`src/design/ctd_pkg.sv`:
```
package ctd_pkg;

  localparam int FRACTION_DEPTH_DEF = 32;
  localparam int QUEUE_DEPTH        = 4;

  localparam logic [15:0] CH_NL        = 16'h000A;
  localparam logic [15:0] CH_SPACE     = 16'h0020;
  localparam logic [15:0] CH_HASH      = 16'h0023;
  localparam logic [15:0] CH_PCT       = 16'h0025;
  localparam logic [15:0] CH_PLUS      = 16'h002B;
  localparam logic [15:0] CH_SLASH     = 16'h002F;
  localparam logic [15:0] CH_SEMI      = 16'h003B;
  localparam logic [15:0] CH_BSLASH    = 16'h005C;
  localparam logic [15:0] CH_CARET     = 16'h005E;
  localparam logic [15:0] CH_LBRACE    = 16'h007B;
  localparam logic [15:0] CH_RBRACE    = 16'h007D;
  localparam logic [15:0] CH_TILDE     = 16'h007E;
  localparam logic [15:0] CH_U         = 16'h0055;
  localparam logic [15:0] SYM_DEGREE   = 16'h00B0;
  localparam logic [15:0] SYM_DIAMETER = 16'h00D8;
  localparam logic [15:0] SYM_PLUSMIN  = 16'h00B1;

  typedef enum logic [2:0] {
    PH_TEXT, PH_ESC, PH_FRAC, PH_FRAC_OVF, PH_HEX, PH_SKIP
  } esc_phase_t;

  typedef enum logic [1:0] {
    PC_NONE, PC_ONE, PC_TWO
  } pct_phase_t;

  typedef enum logic [3:0] {
    F_IDLE, F_DECODE, F_HEX_U, F_HEX_OUT, F_TAIL, F_FLUSH,
    F_FRAC_ADDR, F_FRAC_DATA, F_END
  } front_state_t;

  typedef struct packed {
    logic [15:0] unit;
    logic        is_end;
    logic        first;
    logic        ovf;
    logic        last;
  } token_t;

  function automatic logic is_space(input logic [15:0] u);
    return (u >= 16'h0009 && u <= 16'h000D) || u == 16'h0020 || u == 16'h0085 ||
           u == 16'h00A0 || u == 16'h1680 || (u >= 16'h2000 && u <= 16'h200A) ||
           u == 16'h2028 || u == 16'h2029 || u == 16'h202F || u == 16'h205F ||
           u == 16'h3000;
  endfunction

  function automatic logic is_hex(input logic [15:0] u);
    return (u >= 16'h0030 && u <= 16'h0039) || (u >= 16'h0061 && u <= 16'h0066) ||
           (u >= 16'h0041 && u <= 16'h0046);
  endfunction

  function automatic logic [3:0] hex_nib(input logic [15:0] u);
    logic [15:0] d;
    d = 16'h0;
    if (u >= 16'h0030 && u <= 16'h0039) begin
      d = u - 16'h0030;
    end else if (u >= 16'h0061 && u <= 16'h0066) begin
      d = u - 16'h0057;
    end else begin
      d = u - 16'h0037;
    end
    return d[3:0];
  endfunction

endpackage

```
`src/design/ctd_if.sv`:
```
interface ctd_in_if;
  logic        valid;
  logic        ready;
  logic [15:0] code_unit;
  logic        last;
  modport source (output valid, code_unit, last, input ready);
  modport sink (input valid, code_unit, last, output ready);
endinterface

interface ctd_out_if;
  logic        valid;
  logic        ready;
  logic [15:0] out_unit;
  logic        has_char;
  logic        end_of_string;
  logic        fraction_overflow;
  modport source (output valid, out_unit, has_char, end_of_string, fraction_overflow,
                  input ready);
  modport sink (input valid, out_unit, has_char, end_of_string, fraction_overflow,
                output ready);
endinterface

```
`src/design/ctd_queue.sv`:
```
module ctd_queue #(
  parameter int DEPTH = 4
) (
  input  logic            clk,
  input  logic            rst,
  input  logic            push,
  input  ctd_pkg::token_t wdata,
  output logic            full,
  input  logic            pop,
  output ctd_pkg::token_t rdata,
  output logic            empty
);
  import ctd_pkg::*;

  localparam int PW = $clog2(DEPTH);
  localparam int CW = $clog2(DEPTH + 1);

  token_t        slots [DEPTH];
  logic [PW-1:0] wr_ptr;
  logic [PW-1:0] rd_ptr;
  logic [CW-1:0] count;

  assign full  = (count == CW'(DEPTH));
  assign empty = (count == '0);
  assign rdata = slots[rd_ptr];

  always_ff @(posedge clk) begin
    if (push && !full) begin
      slots[wr_ptr] <= wdata;
    end
  end

  always_ff @(posedge clk) begin
    if (rst) begin
      wr_ptr <= '0;
      rd_ptr <= '0;
      count  <= '0;
    end else begin
      if (push && !full) begin
        wr_ptr <= (wr_ptr == PW'(DEPTH - 1)) ? '0 : wr_ptr + PW'(1);
      end
      if (pop && !empty) begin
        rd_ptr <= (rd_ptr == PW'(DEPTH - 1)) ? '0 : rd_ptr + PW'(1);
      end
      count <= count + CW'(push && !full) - CW'(pop && !empty);
    end
  end

`ifndef SYNTHESIS
  a_no_overrun: assert property (@(posedge clk) disable iff (rst) !(push && full))
    else $error("queue push while full");
  a_no_underrun: assert property (@(posedge clk) disable iff (rst) !(pop && empty))
    else $error("queue pop while empty");
  a_count_step: assert property (@(posedge clk) disable iff (rst)
    (push && !full && !(pop && !empty)) |=> count == $past(count) + CW'(1))
    else $error("queue count did not advance on push");
`endif

endmodule

```
`src/design/ctd_front.sv`:
```
module ctd_front #(
  parameter int FRACTION_DEPTH = 32
) (
  input  logic            clk,
  input  logic            rst,
  input  logic            rich_mode,
  ctd_in_if.sink          din,
  output ctd_pkg::token_t tok,
  output logic            tok_push,
  input  logic            tok_full
);
  import ctd_pkg::*;

  localparam int CW = $clog2(FRACTION_DEPTH + 1);
  localparam int AW = $clog2(FRACTION_DEPTH);

  front_state_t state, state_next;
  esc_phase_t   phase, phase_next;

  logic [15:0]   unit_r;
  logic          last_r;
  logic          first_pend;
  logic          item_ovf;
  logic          tail_pend, tail_pend_next;
  logic [CW-1:0] fcount, fcount_next;
  logic [CW-1:0] fend, fend_next;
  logic [CW-1:0] fidx, fidx_next;
  logic [15:0]   fmem [FRACTION_DEPTH];
  logic [15:0]   frd;
  logic          fwe;
  logic [15:0]   fwd;
  logic [2:0]    hcount, hcount_next;
  logic [2:0]    hidx, hidx_next;
  logic [15:0]   hstore [4];
  logic          hwe;
  logic [11:0]   hacc, hacc_next;

  // decode of one unit
  logic        d_emit;
  logic [15:0] d_unit;
  esc_phase_t  d_phase;
  logic        d_fstore, d_fclear, d_fstart, d_hstore, d_hclear, d_hexfail, d_ovf;
  logic        d_is_frac, hex_ok;
  logic [15:0] v;
  logic        t_emit;
  esc_phase_t  t_phase;

  assign v         = (unit_r == CH_CARET || unit_r == CH_HASH) ? CH_SLASH : unit_r;
  assign d_is_frac = (phase == PH_FRAC || phase == PH_FRAC_OVF);
  assign hex_ok    = (hcount == 3'd0) ? (unit_r == CH_PLUS) : is_hex(unit_r);

  // plain text rule shared by decode and the tail after a failed hex run
  always_comb begin
    t_emit  = 1'b0;
    t_phase = PH_TEXT;
    if (unit_r == CH_LBRACE || unit_r == CH_RBRACE) begin
      t_emit = 1'b0;
    end else if (unit_r == CH_BSLASH) begin
      t_phase = PH_ESC;
    end else begin
      t_emit = 1'b1;
    end
  end

  always_comb begin
    d_emit    = 1'b0;
    d_unit    = unit_r;
    d_phase   = phase;
    d_fstore  = 1'b0;
    d_fclear  = 1'b0;
    d_fstart  = 1'b0;
    d_hstore  = 1'b0;
    d_hclear  = 1'b0;
    d_hexfail = 1'b0;
    if (!rich_mode) begin
      d_emit = 1'b1;
    end else begin
      unique case (phase)
        PH_ESC: begin
          d_phase = PH_TEXT;
          unique case (unit_r)
            CH_BSLASH, CH_LBRACE, CH_RBRACE: d_emit = 1'b1;
            16'h0050, 16'h004E, 16'h0058: begin
              d_emit = 1'b1;
              d_unit = CH_NL;
            end
            CH_TILDE: begin
              d_emit = 1'b1;
              d_unit = CH_SPACE;
            end
            16'h004C, 16'h006C, 16'h004F, 16'h006F, 16'h004B, 16'h006B: d_emit = 1'b0;
            16'h0053: begin
              d_fclear = 1'b1;
              d_phase  = PH_FRAC;
            end
            CH_U: begin
              d_hclear = 1'b1;
              d_phase  = PH_HEX;
            end
            16'h0041, 16'h0043, 16'h0063, 16'h0046, 16'h0066, 16'h0048,
            16'h0057, 16'h0054, 16'h0051, 16'h0070: d_phase = PH_SKIP;
            default: d_emit = 1'b1;
          endcase
        end
        PH_FRAC, PH_FRAC_OVF: begin
          if (unit_r == CH_SEMI) begin
            d_fstart = 1'b1;
            d_phase  = PH_TEXT;
          end else if (fcount == '0 && is_space(v)) begin
            d_fstore = 1'b0;
          end else if (fcount < CW'(FRACTION_DEPTH)) begin
            d_fstore = 1'b1;
          end else if (!is_space(v)) begin
            d_phase = PH_FRAC_OVF;
          end
        end
        PH_HEX: begin
          if (hex_ok && hcount == 3'd4) begin
            d_emit   = 1'b1;
            d_unit   = {hacc, hex_nib(unit_r)};
            d_phase  = PH_TEXT;
            d_hclear = 1'b1;
          end else if (hex_ok) begin
            d_hstore = 1'b1;
          end else begin
            d_phase   = PH_TEXT;
            d_hexfail = 1'b1;
          end
        end
        PH_SKIP: begin
          if (unit_r == CH_SEMI) begin
            d_phase = PH_TEXT;
          end
        end
        default: begin
          d_emit  = t_emit;
          d_phase = t_phase;
        end
      endcase
    end
    d_ovf = (rich_mode && d_is_frac && unit_r == CH_SEMI && phase == PH_FRAC_OVF) ||
            (last_r && d_phase == PH_FRAC_OVF);
  end

  // next state
  always_comb begin
    state_next = state;
    unique case (state)
      F_IDLE: begin
        if (din.valid) begin
          state_next = F_DECODE;
        end
      end
      F_DECODE: begin
        if (!tok_full) begin
          if (d_hexfail) begin
            state_next = F_HEX_U;
          end else if (d_fstart && fend != '0) begin
            state_next = F_FRAC_ADDR;
          end else begin
            state_next = last_r ? F_FLUSH : F_IDLE;
          end
        end
      end
      F_HEX_U: begin
        if (!tok_full) begin
          if (hcount != 3'd0) begin
            state_next = F_HEX_OUT;
          end else begin
            state_next = tail_pend ? F_TAIL : (last_r ? F_FLUSH : F_IDLE);
          end
        end
      end
      F_HEX_OUT: begin
        if (!tok_full && hidx + 3'd1 == hcount) begin
          state_next = tail_pend ? F_TAIL : (last_r ? F_FLUSH : F_IDLE);
        end
      end
      F_TAIL: begin
        if (!tok_full) begin
          state_next = last_r ? F_FLUSH : F_IDLE;
        end
      end
      F_FLUSH: begin
        if ((phase == PH_FRAC || phase == PH_FRAC_OVF) && fend != '0) begin
          state_next = F_FRAC_ADDR;
        end else if (phase == PH_HEX) begin
          state_next = F_HEX_U;
        end else begin
          state_next = F_END;
        end
      end
      F_FRAC_ADDR: state_next = F_FRAC_DATA;
      F_FRAC_DATA: begin
        if (!tok_full) begin
          if (fidx + CW'(1) == fend) begin
            state_next = last_r ? F_FLUSH : F_IDLE;
          end else begin
            state_next = F_FRAC_ADDR;
          end
        end
      end
      F_END: begin
        if (!tok_full) begin
          state_next = F_IDLE;
        end
      end
      default: state_next = F_IDLE;
    endcase
  end

  // outputs and datapath updates
  always_comb begin
    din.ready      = (state == F_IDLE);
    tok_push       = 1'b0;
    tok.unit       = unit_r;
    tok.is_end     = 1'b0;
    tok.first      = first_pend;
    tok.ovf        = item_ovf;
    tok.last       = last_r;
    phase_next     = phase;
    tail_pend_next = tail_pend;
    fcount_next    = fcount;
    fend_next      = fend;
    fidx_next      = fidx;
    hcount_next    = hcount;
    hidx_next      = hidx;
    hacc_next      = hacc;
    fwe            = 1'b0;
    fwd            = v;
    hwe            = 1'b0;
    unique case (state)
      F_DECODE: begin
        tok.unit = d_unit;
        tok.ovf  = d_ovf;
        if (!tok_full) begin
          tok_push   = d_emit;
          phase_next = d_phase;
          if (d_fclear) begin
            fcount_next = '0;
            fend_next   = '0;
          end
          if (d_fstore) begin
            fwe         = 1'b1;
            fcount_next = fcount + CW'(1);
            if (!is_space(v)) begin
              fend_next = fcount + CW'(1);
            end
          end
          if (d_fstart) begin
            fcount_next = '0;
            fidx_next   = '0;
          end
          if (d_hclear) begin
            hcount_next = 3'd0;
          end
          if (d_hstore) begin
            hwe         = 1'b1;
            hcount_next = hcount + 3'd1;
            hacc_next   = {hacc[7:0], hex_nib(unit_r)};
          end
          if (d_hexfail) begin
            tail_pend_next = 1'b1;
          end
        end
      end
      F_HEX_U: begin
        tok.unit  = CH_U;
        tok_push  = !tok_full;
        hidx_next = 3'd0;
        if (!tok_full && hcount == 3'd0) begin
          hcount_next = 3'd0;
        end
      end
      F_HEX_OUT: begin
        tok.unit = hstore[hidx[1:0]];
        tok_push = !tok_full;
        if (!tok_full) begin
          hidx_next = hidx + 3'd1;
          if (hidx + 3'd1 == hcount) begin
            hcount_next = 3'd0;
          end
        end
      end
      F_TAIL: begin
        if (!tok_full) begin
          tok_push   = t_emit;
          phase_next = t_phase;
        end
      end
      F_FLUSH: begin
        phase_next     = PH_TEXT;
        tail_pend_next = 1'b0;
        fcount_next    = '0;
        fidx_next      = '0;
        if (phase != PH_FRAC && phase != PH_FRAC_OVF) begin
          fend_next = '0;
        end
      end
      F_FRAC_DATA: begin
        tok.unit = frd;
        tok_push = !tok_full;
        if (!tok_full) begin
          fidx_next = fidx + CW'(1);
          if (fidx + CW'(1) == fend) begin
            fend_next = '0;
          end
        end
      end
      F_END: begin
        tok.unit   = '0;
        tok.is_end = 1'b1;
        tok_push   = !tok_full;
      end
      default: begin
        tok_push = 1'b0;
      end
    endcase
  end

  always_ff @(posedge clk) begin
    if (fwe) begin
      fmem[fcount[AW-1:0]] <= fwd;
    end
    frd <= fmem[fidx[AW-1:0]];
    if (hwe) begin
      hstore[hcount[1:0]] <= unit_r;
    end
    hacc <= hacc_next;
    if (state == F_IDLE && din.valid) begin
      unit_r <= din.code_unit;
      last_r <= din.last;
    end
  end

  always_ff @(posedge clk) begin
    if (rst) begin
      state      <= F_IDLE;
      phase      <= PH_TEXT;
      first_pend <= 1'b0;
      item_ovf   <= 1'b0;
      tail_pend  <= 1'b0;
      fcount     <= '0;
      fend       <= '0;
      fidx       <= '0;
      hcount     <= 3'd0;
      hidx       <= 3'd0;
    end else begin
      state     <= state_next;
      phase     <= phase_next;
      tail_pend <= tail_pend_next;
      fcount    <= fcount_next;
      fend      <= fend_next;
      fidx      <= fidx_next;
      hcount    <= hcount_next;
      hidx      <= hidx_next;
      if (state == F_IDLE && din.valid) begin
        first_pend <= 1'b1;
        item_ovf   <= 1'b0;
      end else begin
        if (tok_push) begin
          first_pend <= 1'b0;
        end
        if (state == F_DECODE && !tok_full) begin
          item_ovf <= d_ovf;
        end
      end
    end
  end

endmodule

```
`src/design/ctd_back.sv`:
```
module ctd_back (
  input  logic            clk,
  input  logic            rst,
  input  ctd_pkg::token_t tok,
  input  logic            tok_empty,
  output logic            tok_pop,
  ctd_out_if.source       dout
);
  import ctd_pkg::*;

  pct_phase_t  pphase, s_phase;
  logic        item_emitted;
  logic [15:0] pend_unit [3];
  logic        pend_has  [3];
  logic [1:0]  pn, pi;
  logic        p_end, p_ovf, p_last;
  logic [15:0] s_unit [3];
  logic        s_has  [3];
  logic [1:0]  s_n;
  logic        prior_out;
  logic [15:0] lc;
  logic        busy, out_free, direct_out, hold_adv, hold_flush, hold_out;
  logic        hold_v;
  logic [15:0] hold_unit;
  logic        hold_has, hold_ovf;

  // Results of a string's final item wait in the hold register, so the end
  // flag lands on whichever result turns out to be the last one.
  assign busy       = (pi != pn);
  assign out_free   = !dout.valid || dout.ready;
  assign direct_out = busy && !p_last && out_free;
  assign hold_adv   = busy && p_last && (!hold_v || out_free);
  assign hold_flush = !busy && p_end && hold_v && out_free;
  assign hold_out   = (hold_adv && hold_v) || hold_flush;
  assign tok_pop    = !busy && !tok_empty && !(p_end && hold_v);
  assign prior_out  = tok.first ? 1'b0 : item_emitted;
  assign lc         = (tok.unit >= 16'h0041 && tok.unit <= 16'h005A) ?
                      tok.unit + 16'h0020 : tok.unit;

  // percent codes for one token
  always_comb begin
    s_unit[0] = CH_PCT;
    s_unit[1] = CH_PCT;
    s_unit[2] = tok.unit;
    s_has[0]  = 1'b1;
    s_has[1]  = 1'b1;
    s_has[2]  = 1'b1;
    s_n       = 2'd0;
    s_phase   = PC_NONE;
    if (tok.is_end) begin
      unique case (pphase)
        PC_ONE:  s_n = 2'd1;
        PC_TWO:  s_n = 2'd2;
        default: s_n = 2'd0;
      endcase
      if (pphase != PC_ONE && pphase != PC_TWO && !prior_out) begin
        s_unit[0] = '0;
        s_has[0]  = 1'b0;
        s_n       = 2'd1;
      end
    end else begin
      unique case (pphase)
        PC_ONE: begin
          if (tok.unit == CH_PCT) begin
            s_phase = PC_TWO;
          end else begin
            s_unit[1] = tok.unit;
            s_n       = 2'd2;
          end
        end
        PC_TWO: begin
          priority case (lc)
            16'h0064: begin
              s_unit[0] = SYM_DEGREE;
              s_n       = 2'd1;
            end
            16'h0063: begin
              s_unit[0] = SYM_DIAMETER;
              s_n       = 2'd1;
            end
            16'h0070: begin
              s_unit[0] = SYM_PLUSMIN;
              s_n       = 2'd1;
            end
            16'h0075, 16'h006F: s_n = 2'd0;
            CH_PCT:             s_n = 2'd1;
            default:            s_n = 2'd3;
          endcase
        end
        default: begin
          if (tok.unit == CH_PCT) begin
            s_phase = PC_ONE;
          end else begin
            s_unit[0] = tok.unit;
            s_n       = 2'd1;
          end
        end
      endcase
    end
  end

  always_ff @(posedge clk) begin
    if (tok_pop) begin
      for (int k = 0; k < 3; k++) begin
        pend_unit[k] <= s_unit[k];
        pend_has[k]  <= s_has[k];
      end
      p_end  <= tok.is_end;
      p_ovf  <= tok.ovf;
      p_last <= tok.last;
    end
    if (direct_out) begin
      dout.out_unit          <= pend_unit[pi];
      dout.has_char          <= pend_has[pi];
      dout.end_of_string     <= 1'b0;
      dout.fraction_overflow <= p_ovf;
    end else if (hold_out) begin
      dout.out_unit          <= hold_unit;
      dout.has_char          <= hold_has;
      dout.end_of_string     <= hold_flush;
      dout.fraction_overflow <= hold_ovf;
    end
    if (hold_adv) begin
      hold_unit <= pend_unit[pi];
      hold_has  <= pend_has[pi];
      hold_ovf  <= p_ovf;
    end
  end

  always_ff @(posedge clk) begin
    if (rst) begin
      pphase       <= PC_NONE;
      item_emitted <= 1'b0;
      pn           <= 2'd0;
      pi           <= 2'd0;
      hold_v       <= 1'b0;
      dout.valid   <= 1'b0;
    end else begin
      if (tok_pop) begin
        pphase       <= s_phase;
        item_emitted <= prior_out || (s_n != 2'd0);
        pn           <= s_n;
        pi           <= 2'd0;
      end else if (direct_out || hold_adv) begin
        pi <= pi + 2'd1;
      end
      if (hold_adv) begin
        hold_v <= 1'b1;
      end else if (hold_flush) begin
        hold_v <= 1'b0;
      end
      if (direct_out || hold_out) begin
        dout.valid <= 1'b1;
      end else if (dout.ready) begin
        dout.valid <= 1'b0;
      end
    end
  end

endmodule

```
`src/design/cad_text_escape_decoder.sv`:
```
// Each item is accepted, then decoded; a final item also takes a flush and an end marker.
// An item's results leave through the output register; results of a string's final item
// pass a holding stage first. A new item is accepted only once the front is back in idle,
// and the front stalls while the token queue is full.
// A stacked fraction flush reads each buffered unit through the fraction memory read port.
// Reset (rst, synchronous): phases and counters clear, rich_text_mode returns to 1.
module cad_text_escape_decoder #(
  parameter int FRACTION_DEPTH = ctd_pkg::FRACTION_DEPTH_DEF
) (
  input  logic        clk,
  input  logic        rst,
  ctd_in_if.sink      din,
  ctd_out_if.source   dout,
  input  logic        psel,
  input  logic        penable,
  input  logic        pwrite,
  input  logic [2:0]  paddr,
  input  logic [31:0] pwdata,
  output logic [31:0] prdata,
  output logic        pready
);
  import ctd_pkg::*;

  // Configuration: one register, rich_text_mode, written at byte addresses 0 to 3 (paddr[2] low).
  logic   rich_mode;
  token_t q_wdata, q_rdata;
  logic   q_push, q_full, q_pop, q_empty;

  assign pready = 1'b1;
  assign prdata = {31'b0, rich_mode};

  always_ff @(posedge clk) begin
    if (rst) begin
      rich_mode <= 1'b1;
    end else if (psel && penable && pwrite && paddr[2] == 1'b0) begin
      rich_mode <= pwdata[0];
    end
  end

  // Front: accept units, run the backslash decoding, hold fraction and hex buffers.
  ctd_front #(.FRACTION_DEPTH(FRACTION_DEPTH)) u_front (
    .clk      (clk),
    .rst      (rst),
    .rich_mode(rich_mode),
    .din      (din),
    .tok      (q_wdata),
    .tok_push (q_push),
    .tok_full (q_full)
  );

  // Short token queue decouples the two halves.
  ctd_queue #(.DEPTH(QUEUE_DEPTH)) u_queue (
    .clk  (clk),
    .rst  (rst),
    .push (q_push),
    .wdata(q_wdata),
    .full (q_full),
    .pop  (q_pop),
    .rdata(q_rdata),
    .empty(q_empty)
  );

  // Back: percent symbol codes, end markers, output register.
  ctd_back u_back (
    .clk      (clk),
    .rst      (rst),
    .tok      (q_rdata),
    .tok_empty(q_empty),
    .tok_pop  (q_pop),
    .dout     (dout)
  );

endmodule
```
`src/flat_wrapper.sv`:
```
// flat-port wrapper written by rule: the top's interface ports become plain ports
module cad_text_escape_decoder_flat import ctd_pkg::*;
#(
  parameter int FRACTION_DEPTH = ctd_pkg::FRACTION_DEPTH_DEF
)
  (clk, rst, psel, penable, pwrite, paddr, pwdata, prdata, pready, din_valid, din_code_unit, din_last, din_ready, dout_valid, dout_out_unit, dout_has_char, dout_end_of_string, dout_fraction_overflow, dout_ready);
  ctd_in_if din_i ();
  ctd_out_if dout_i ();
  input  logic clk;
  input  logic rst;
  input  logic psel;
  input  logic penable;
  input  logic pwrite;
  input  logic [2:0] paddr;
  input  logic [31:0] pwdata;
  output logic [31:0] prdata;
  output logic pready;
  input wire logic [$bits(din_i.valid)-1:0] din_valid;
  input wire logic [$bits(din_i.code_unit)-1:0] din_code_unit;
  input wire logic [$bits(din_i.last)-1:0] din_last;
  output wire logic [$bits(din_i.ready)-1:0] din_ready;
  output wire logic [$bits(dout_i.valid)-1:0] dout_valid;
  output wire logic [$bits(dout_i.out_unit)-1:0] dout_out_unit;
  output wire logic [$bits(dout_i.has_char)-1:0] dout_has_char;
  output wire logic [$bits(dout_i.end_of_string)-1:0] dout_end_of_string;
  output wire logic [$bits(dout_i.fraction_overflow)-1:0] dout_fraction_overflow;
  input wire logic [$bits(dout_i.ready)-1:0] dout_ready;
  assign din_i.valid = din_valid;
  assign din_i.code_unit = din_code_unit;
  assign din_i.last = din_last;
  assign din_ready = din_i.ready;
  assign dout_valid = dout_i.valid;
  assign dout_out_unit = dout_i.out_unit;
  assign dout_has_char = dout_i.has_char;
  assign dout_end_of_string = dout_i.end_of_string;
  assign dout_fraction_overflow = dout_i.fraction_overflow;
  assign dout_i.ready = dout_ready;
  cad_text_escape_decoder #(.FRACTION_DEPTH(FRACTION_DEPTH)) u_core (.clk(clk), .rst(rst), .din(din_i), .dout(dout_i), .psel(psel), .penable(penable), .pwrite(pwrite), .paddr(paddr), .pwdata(pwdata), .prdata(prdata), .pready(pready));
endmodule
```
`config.mk`:
```
export PLATFORM = sky130hd
export DESIGN_NAME = cad_text_escape_decoder_flat
export DESIGN_NICKNAME = d
export VERILOG_FILES = /design/src/design/ctd_pkg.sv /design/src/design/ctd_if.sv /design/src/design/ctd_queue.sv /design/src/design/ctd_front.sv /design/src/design/ctd_back.sv /design/src/design/cad_text_escape_decoder.sv /design/src/flat_wrapper.sv
export SDC_FILE = /design/constraint.sdc
export NUM_CORES = 1
export LEC_CHECK = 0
export BUFFER_PORTS_ARGS = -buffer_cell sky130_fd_sc_hd__buf_2
export CAP_MARGIN = 10
export CORE_UTILIZATION = 38
export CTS_CLUSTER_DIAMETER = 200
export DETAILED_ROUTE_END_ITERATION = 8
export GPL_TIMING_DRIVEN = 0
export SLEW_MARGIN = 25
export SYNTH_ARGS = -nofsm -noshare
export SYNTH_HDL_FRONTEND = slang
export SYNTH_SLANG_ARGS = --single-unit
```
`constraint.sdc`:
```
create_clock -name clk -period 11.7 [get_ports clk]
set_input_delay 1.17 -clock clk [delete_from_list [all_inputs] [get_ports clk]]
set_output_delay 1.17 -clock clk [all_outputs]
set_load 0.01 [all_outputs]
```
==> flow_summary.rst <==
.. list-table::
   :header-rows: 1

   * - Metric
     - Value
   * - Outcome
     - finished clean
   * - Via count of the first global-routing pass
     - 19200
   * - TritonCTS clock tree
     - yes
   * - Clock latency of the later-clocked register in the worst-skew pair
     - 0.66 ns
   * - Hold-fix buffers at CTS
     - 0
   * - Critical Path End Type
     - register
   * - Worst-case setup margin in the final layout
     - 6.64 ns
   * - Placement Rows
     - 110
   * - Gpl congestion
     - 0.923
   * - R2R cell count
     - 16
   * - GRT overflow
     - 0
   * - Root Driver
     - clkbuf_16
   * - Class of the worst hold path
     - reg -> reg
   * - Netlist area before placement
     - 0.0350 mm2
   * - Type of the worst setup path
     - reg -> reg
   * - Post-synthesis share of cell area spent on full adders, half adders and majority gates
     - 0.980%
   * - First-pass iteration count of the detailed router
     - 5
   * - Worst path slowest cell
     - nor4bb_1
   * - Fin area
     - approximately 0.040 mm2
   * - Final Hold Vio Count
     - 0
   * - Cell chain of the critical path
     - clkbuf_1, nor4bb_1, nor4b_2, a32oi_2, nor2_2, a21boi_1, a311oi_4, inv_1, ha_1, inv_1, ha_1, inv_1, fa_1, xor2_1, xnor2_1, nor2_1
   * - Destination of the worst register-to-register timing path
     - u_core.u_queue.count[2]
   * - Wire length after detailed routing
     - 82.3 mm
   * - Most used cell along the critical path
     - inv_1
   * - Proportion of synthesized chip area in sequential cells
     - a little over two thirds
   * - Number of antenna violations at the first check in global routing
     - 4
   * - Synthesis-stage register bit count
     - 849
   * - Die Span X
     - 305 um
   * - Post-DP HPWL
     - 58.1 mm
   * - Final Instance Count excl. Fillers
     - 3457
   * - Resized cells post-CTS
     - 0
   * - Family with the most delay on the worst path
     - simple AND/OR/NAND/NOR gates
   * - Total count of max-transition violations in the final report
     - 0
   * - Iteration-0 DRC Markers
     - 1697
   * - Max clock buf depth
     - 3
   * - Detail-routed net length per standard cell
     - about 24 um
   * - Final critical delay including setup and external delays
     - 5.06 ns
   * - Origin of the critical flop-to-flop path
     - u_core.u_front.unit_r[7]
   * - Post-DRT Antenna Nets
     - 0
   * - WHS
     - approximately 0.45 ns
   * - Fraction of synthesized area in multiplexers
     - about 14%
   * - TritonCTS sink count
     - between 800 and 900
   * - Port Buffer Count
     - 46
   * - Number of synthesis warnings
     - 0
   * - Combinational family with the most area after synthesis
     - multiplexers
   * - Register-to-Register Setup Slack
     - roughly 6.6 ns
   * - Simple-gate share of the synthesized area
     - 6.28%
   * - Instance area at placement
     - between 0.03 and 0.04 mm2
   * - Gate Count Post-Synth
     - 2006
   * - Distinct cell type count after synthesis
     - 91
   * - Delay contributed by the slowest stage of the critical path
     - just over 0.9 ns
   * - Power density cells
     - around 210 mW/mm2
   * - Maximum number of pins on one net before global-route repair
     - 39
   * - Most used cells in the layout excluding fill and tap cells
     - edfxtp_1 (773), mux4_2 (193), clkbuf_1 (101), nand2_1 (98), clkbuf_16 (89)
   * - Tightest Pin Transition
     - roughly 1 ns
   * - Worst ir drop on vdd
     - 0.000113 V
   * - Number of placed I/O pins
     - 113
   * - Crit path max fanout
     - 10
   * - Setup TNS
     - 0 ns
   * - Die span in y
     - 305 um
   * - Proportion of register bits with asynchronous set or reset after synthesis
     - 0%
   * - Post-CTS Setup Inserts
     - 0
   * - Fmax
     - 198 MHz
   * - Total number of H-tree levels
     - 3
   * - Placed cell count
     - 3300
   * - Max Cap Viol
     - 0
   * - Layout filler cell count
     - 7839
   * - Data required time at the worst endpoint
     - 12.20 ns
   * - Area fraction in compound gates after synthesis
     - 4.57%
   * - Xor-xnor portion of the synthesized cell area
     - 0.715%
   * - Ratio of cells with drive above 1 in the final layout
     - 24.8%
   * - Most used flip-flop cell after synthesis
     - edfxtp_1
   * - Depth of the critical timing path with buffers and inverters included
     - 16
   * - Beginning of the critical path
     - u_core.u_front.unit_r[7]
   * - CORE AREA
     - 0.0906 mm2
   * - First-pass GRT wire length
     - 122 mm
   * - Setup clock skew after layout
     - about 0.036 ns
   * - Kind of launch point of the worst setup path
     - register
   * - Clock-pin slew on the worst setup and hold paths
     - roughly 0.060 ns
   * - RSZ-0062 raised after global routing
     - false
   * - CTS buffer count
     - 87
   * - Syn Area/Cell
     - 17.4 um2
   * - Most frequent standard cell in the layout excluding fill and tap cells
     - edfxtp_1
   * - Fraction of the cycle the final worst path needs
     - 43.3%
   * - Arrival time at the worst endpoint
     - approximately 5.6 ns
   * - Overall global routing resource usage
     - 17.6%
   * - Nets@finish
     - approximately 2300
   * - Combined buffer and inverter count along the critical path
     - 4
   * - Worst setup slack after placement
     - 6.76 ns
   * - Post-detailed-route via-to-cell ratio
     - 5.44
   * - Static leakage power
     - 0.0128 uW
   * - Count of flip-flops with a built-in enable after synthesis
     - around 770
   * - Termination of the worst setup path
     - u_core.u_queue.count[2]
   * - Full die area
     - around 0.093 mm2
   * - Starting Density
     - 38.6%
   * - Remaining max-slew budget at the tightest pin
     - 32.7%
   * - Number of vias after detailed routing
     - 18800
   * - Layout overhead on the synthesized area
     - 15.4%
   * - DRC violations left
     - 0
   * - Final setup fails
     - 0
==> cells in the mapped netlist, drive strengths merged (4+ instances only) <==
master / count / area, um2
a211o: 4 / 35.0
a211oi: 7 / 57.6
a21o: 7 / 52.6
a21oi: 57 / 285
a221o: 8 / 80.1
a22o: 14 / 123
a22oi: 8 / 60.1
a311oi: 6 / 76.3
a31oi: 12 / 75.1
and2: 36 / 225
and3: 8 / 50.1
buf: 54 / 340
clkbuf: 91 / 342
dfxtp: 76 / 1520
edfxtp: 773 / 23200
ha: 25 / 313
inv: 34 / 128
mux2: 37 / 420
mux2i: 22 / 220
mux4: 195 / 4400
nand2: 100 / 375
nand2b: 23 / 144
nand3: 29 / 145
nand3b: 11 / 82.6
nor2: 121 / 457
nor2b: 10 / 62.6
nor3: 31 / 166
nor3b: 9 / 67.6
nor4: 10 / 77.6
nor4b: 7 / 67.6
o211ai: 4 / 30.0
o21ai: 58 / 290
o22ai: 10 / 68.8
o31ai: 5 / 37.5
or2: 5 / 31.3
or3: 9 / 56.3
or3b: 5 / 43.8
or4: 6 / 48.8
xnor2: 12 / 105
xor2: 14 / 123
==> power breakdown <==
part | leakage (uW) | internal [uW] | switching (uW)
Sequential | 0.00763 | 3920 | 131
Combinational | 0.00379 | 512 | 1030
Clock | 0.00138 | 1550 | 1170
==> stage by stage <==
step / power [uW] / utilization, %
floorplan: 5070 / -
global placement: 5550 / 40.6
detailed placement: 5670 / 41.5
CTS: 8380 / 44.6
global route: 8640 / 44.6
finish: 8310 / 44.6
==> routing by layer <==
| layer | GRT usage [%] | routed length [um] |
|---|---|---|
| met3 | 3.78 | 5330 |
| met5 | 0 | 41 |
| met4 | 7.72 | 3380 |
| met2 | 28.7 | 39600 |
| met1 | 22.7 | 33900 |
==> flip-flops by register name, summed over array words and instances (netlist names), 2 cells and up, named ones only <==
signal and cells:
u_core.u_front.hidx 3, u_core.u_front.hacc 12, u_core.u_back.pphase 2, u_core.u_front.fmem 512
u_core.u_back.hold_unit 16, u_core.u_queue.slots 80, u_core.u_queue.count 3, u_core.u_front.fend 6
u_core.u_back.pend_has 3, u_core.u_back.pn 2, u_core.u_front.phase 3, u_core.u_front.fcount 6
u_core.u_front.fidx 6, u_core.u_queue.wr_ptr 2, u_core.u_queue.rd_ptr 2, u_core.u_back.dout.out_unit 16
u_core.u_front.hcount 3, u_core.u_front.state 4, u_core.u_back.pend_unit 48, u_core.u_front.hstore 64
u_core.u_front.unit_r 16, u_core.u_front.frd 16, u_core.u_back.pi 2
==> kinds of logic (layout without fill, tap and decap cells) <==
kind of cell,after synthesis,in the layout
buffers and inverters,180,424
multiplexers,254,254
adder cells (fa/ha/maj),27,27
AO/OA/AOI/OAI,236,236
AND/OR/NAND/NOR,431,431
other,2,33
flip-flops,849,849
XOR/XNOR,27,27
==> layout make-up <==
cell class              count  area, um2  share of cell area (%)
diodes                      1       2.50                 0.00620
plain buffers             145        698                    1.73
clock buffers             117       2410                    5.97
clock inverters            39        389                   0.964
inverters                  35        131                   0.325
multi-input cells        1007       9690                    24.0
flip-flops and latches    849      24700                    61.3
well taps                1176       1470                    3.64
repair buffers             88        850                    2.10
==> worst min path at each step <==
stage                                         start                        end  depth (start not counted)
final                     u_core.u_back.pend_has[2]  u_core.u_back.pend_has[2]                          1
after global placement    u_core.u_back.pend_has[1]  u_core.u_back.pend_has[1]                          1
after global routing      u_core.u_back.pend_has[2]  u_core.u_back.pend_has[2]                          1
after detailed placement  u_core.u_back.pend_has[2]  u_core.u_back.pend_has[2]                          1
after floorplan           u_core.u_back.pend_has[1]  u_core.u_back.pend_has[1]                          1
after CTS                 u_core.u_back.pend_has[1]  u_core.u_back.pend_has[1]                          1
Note: power is estimated with default switching activity, not from simulation.
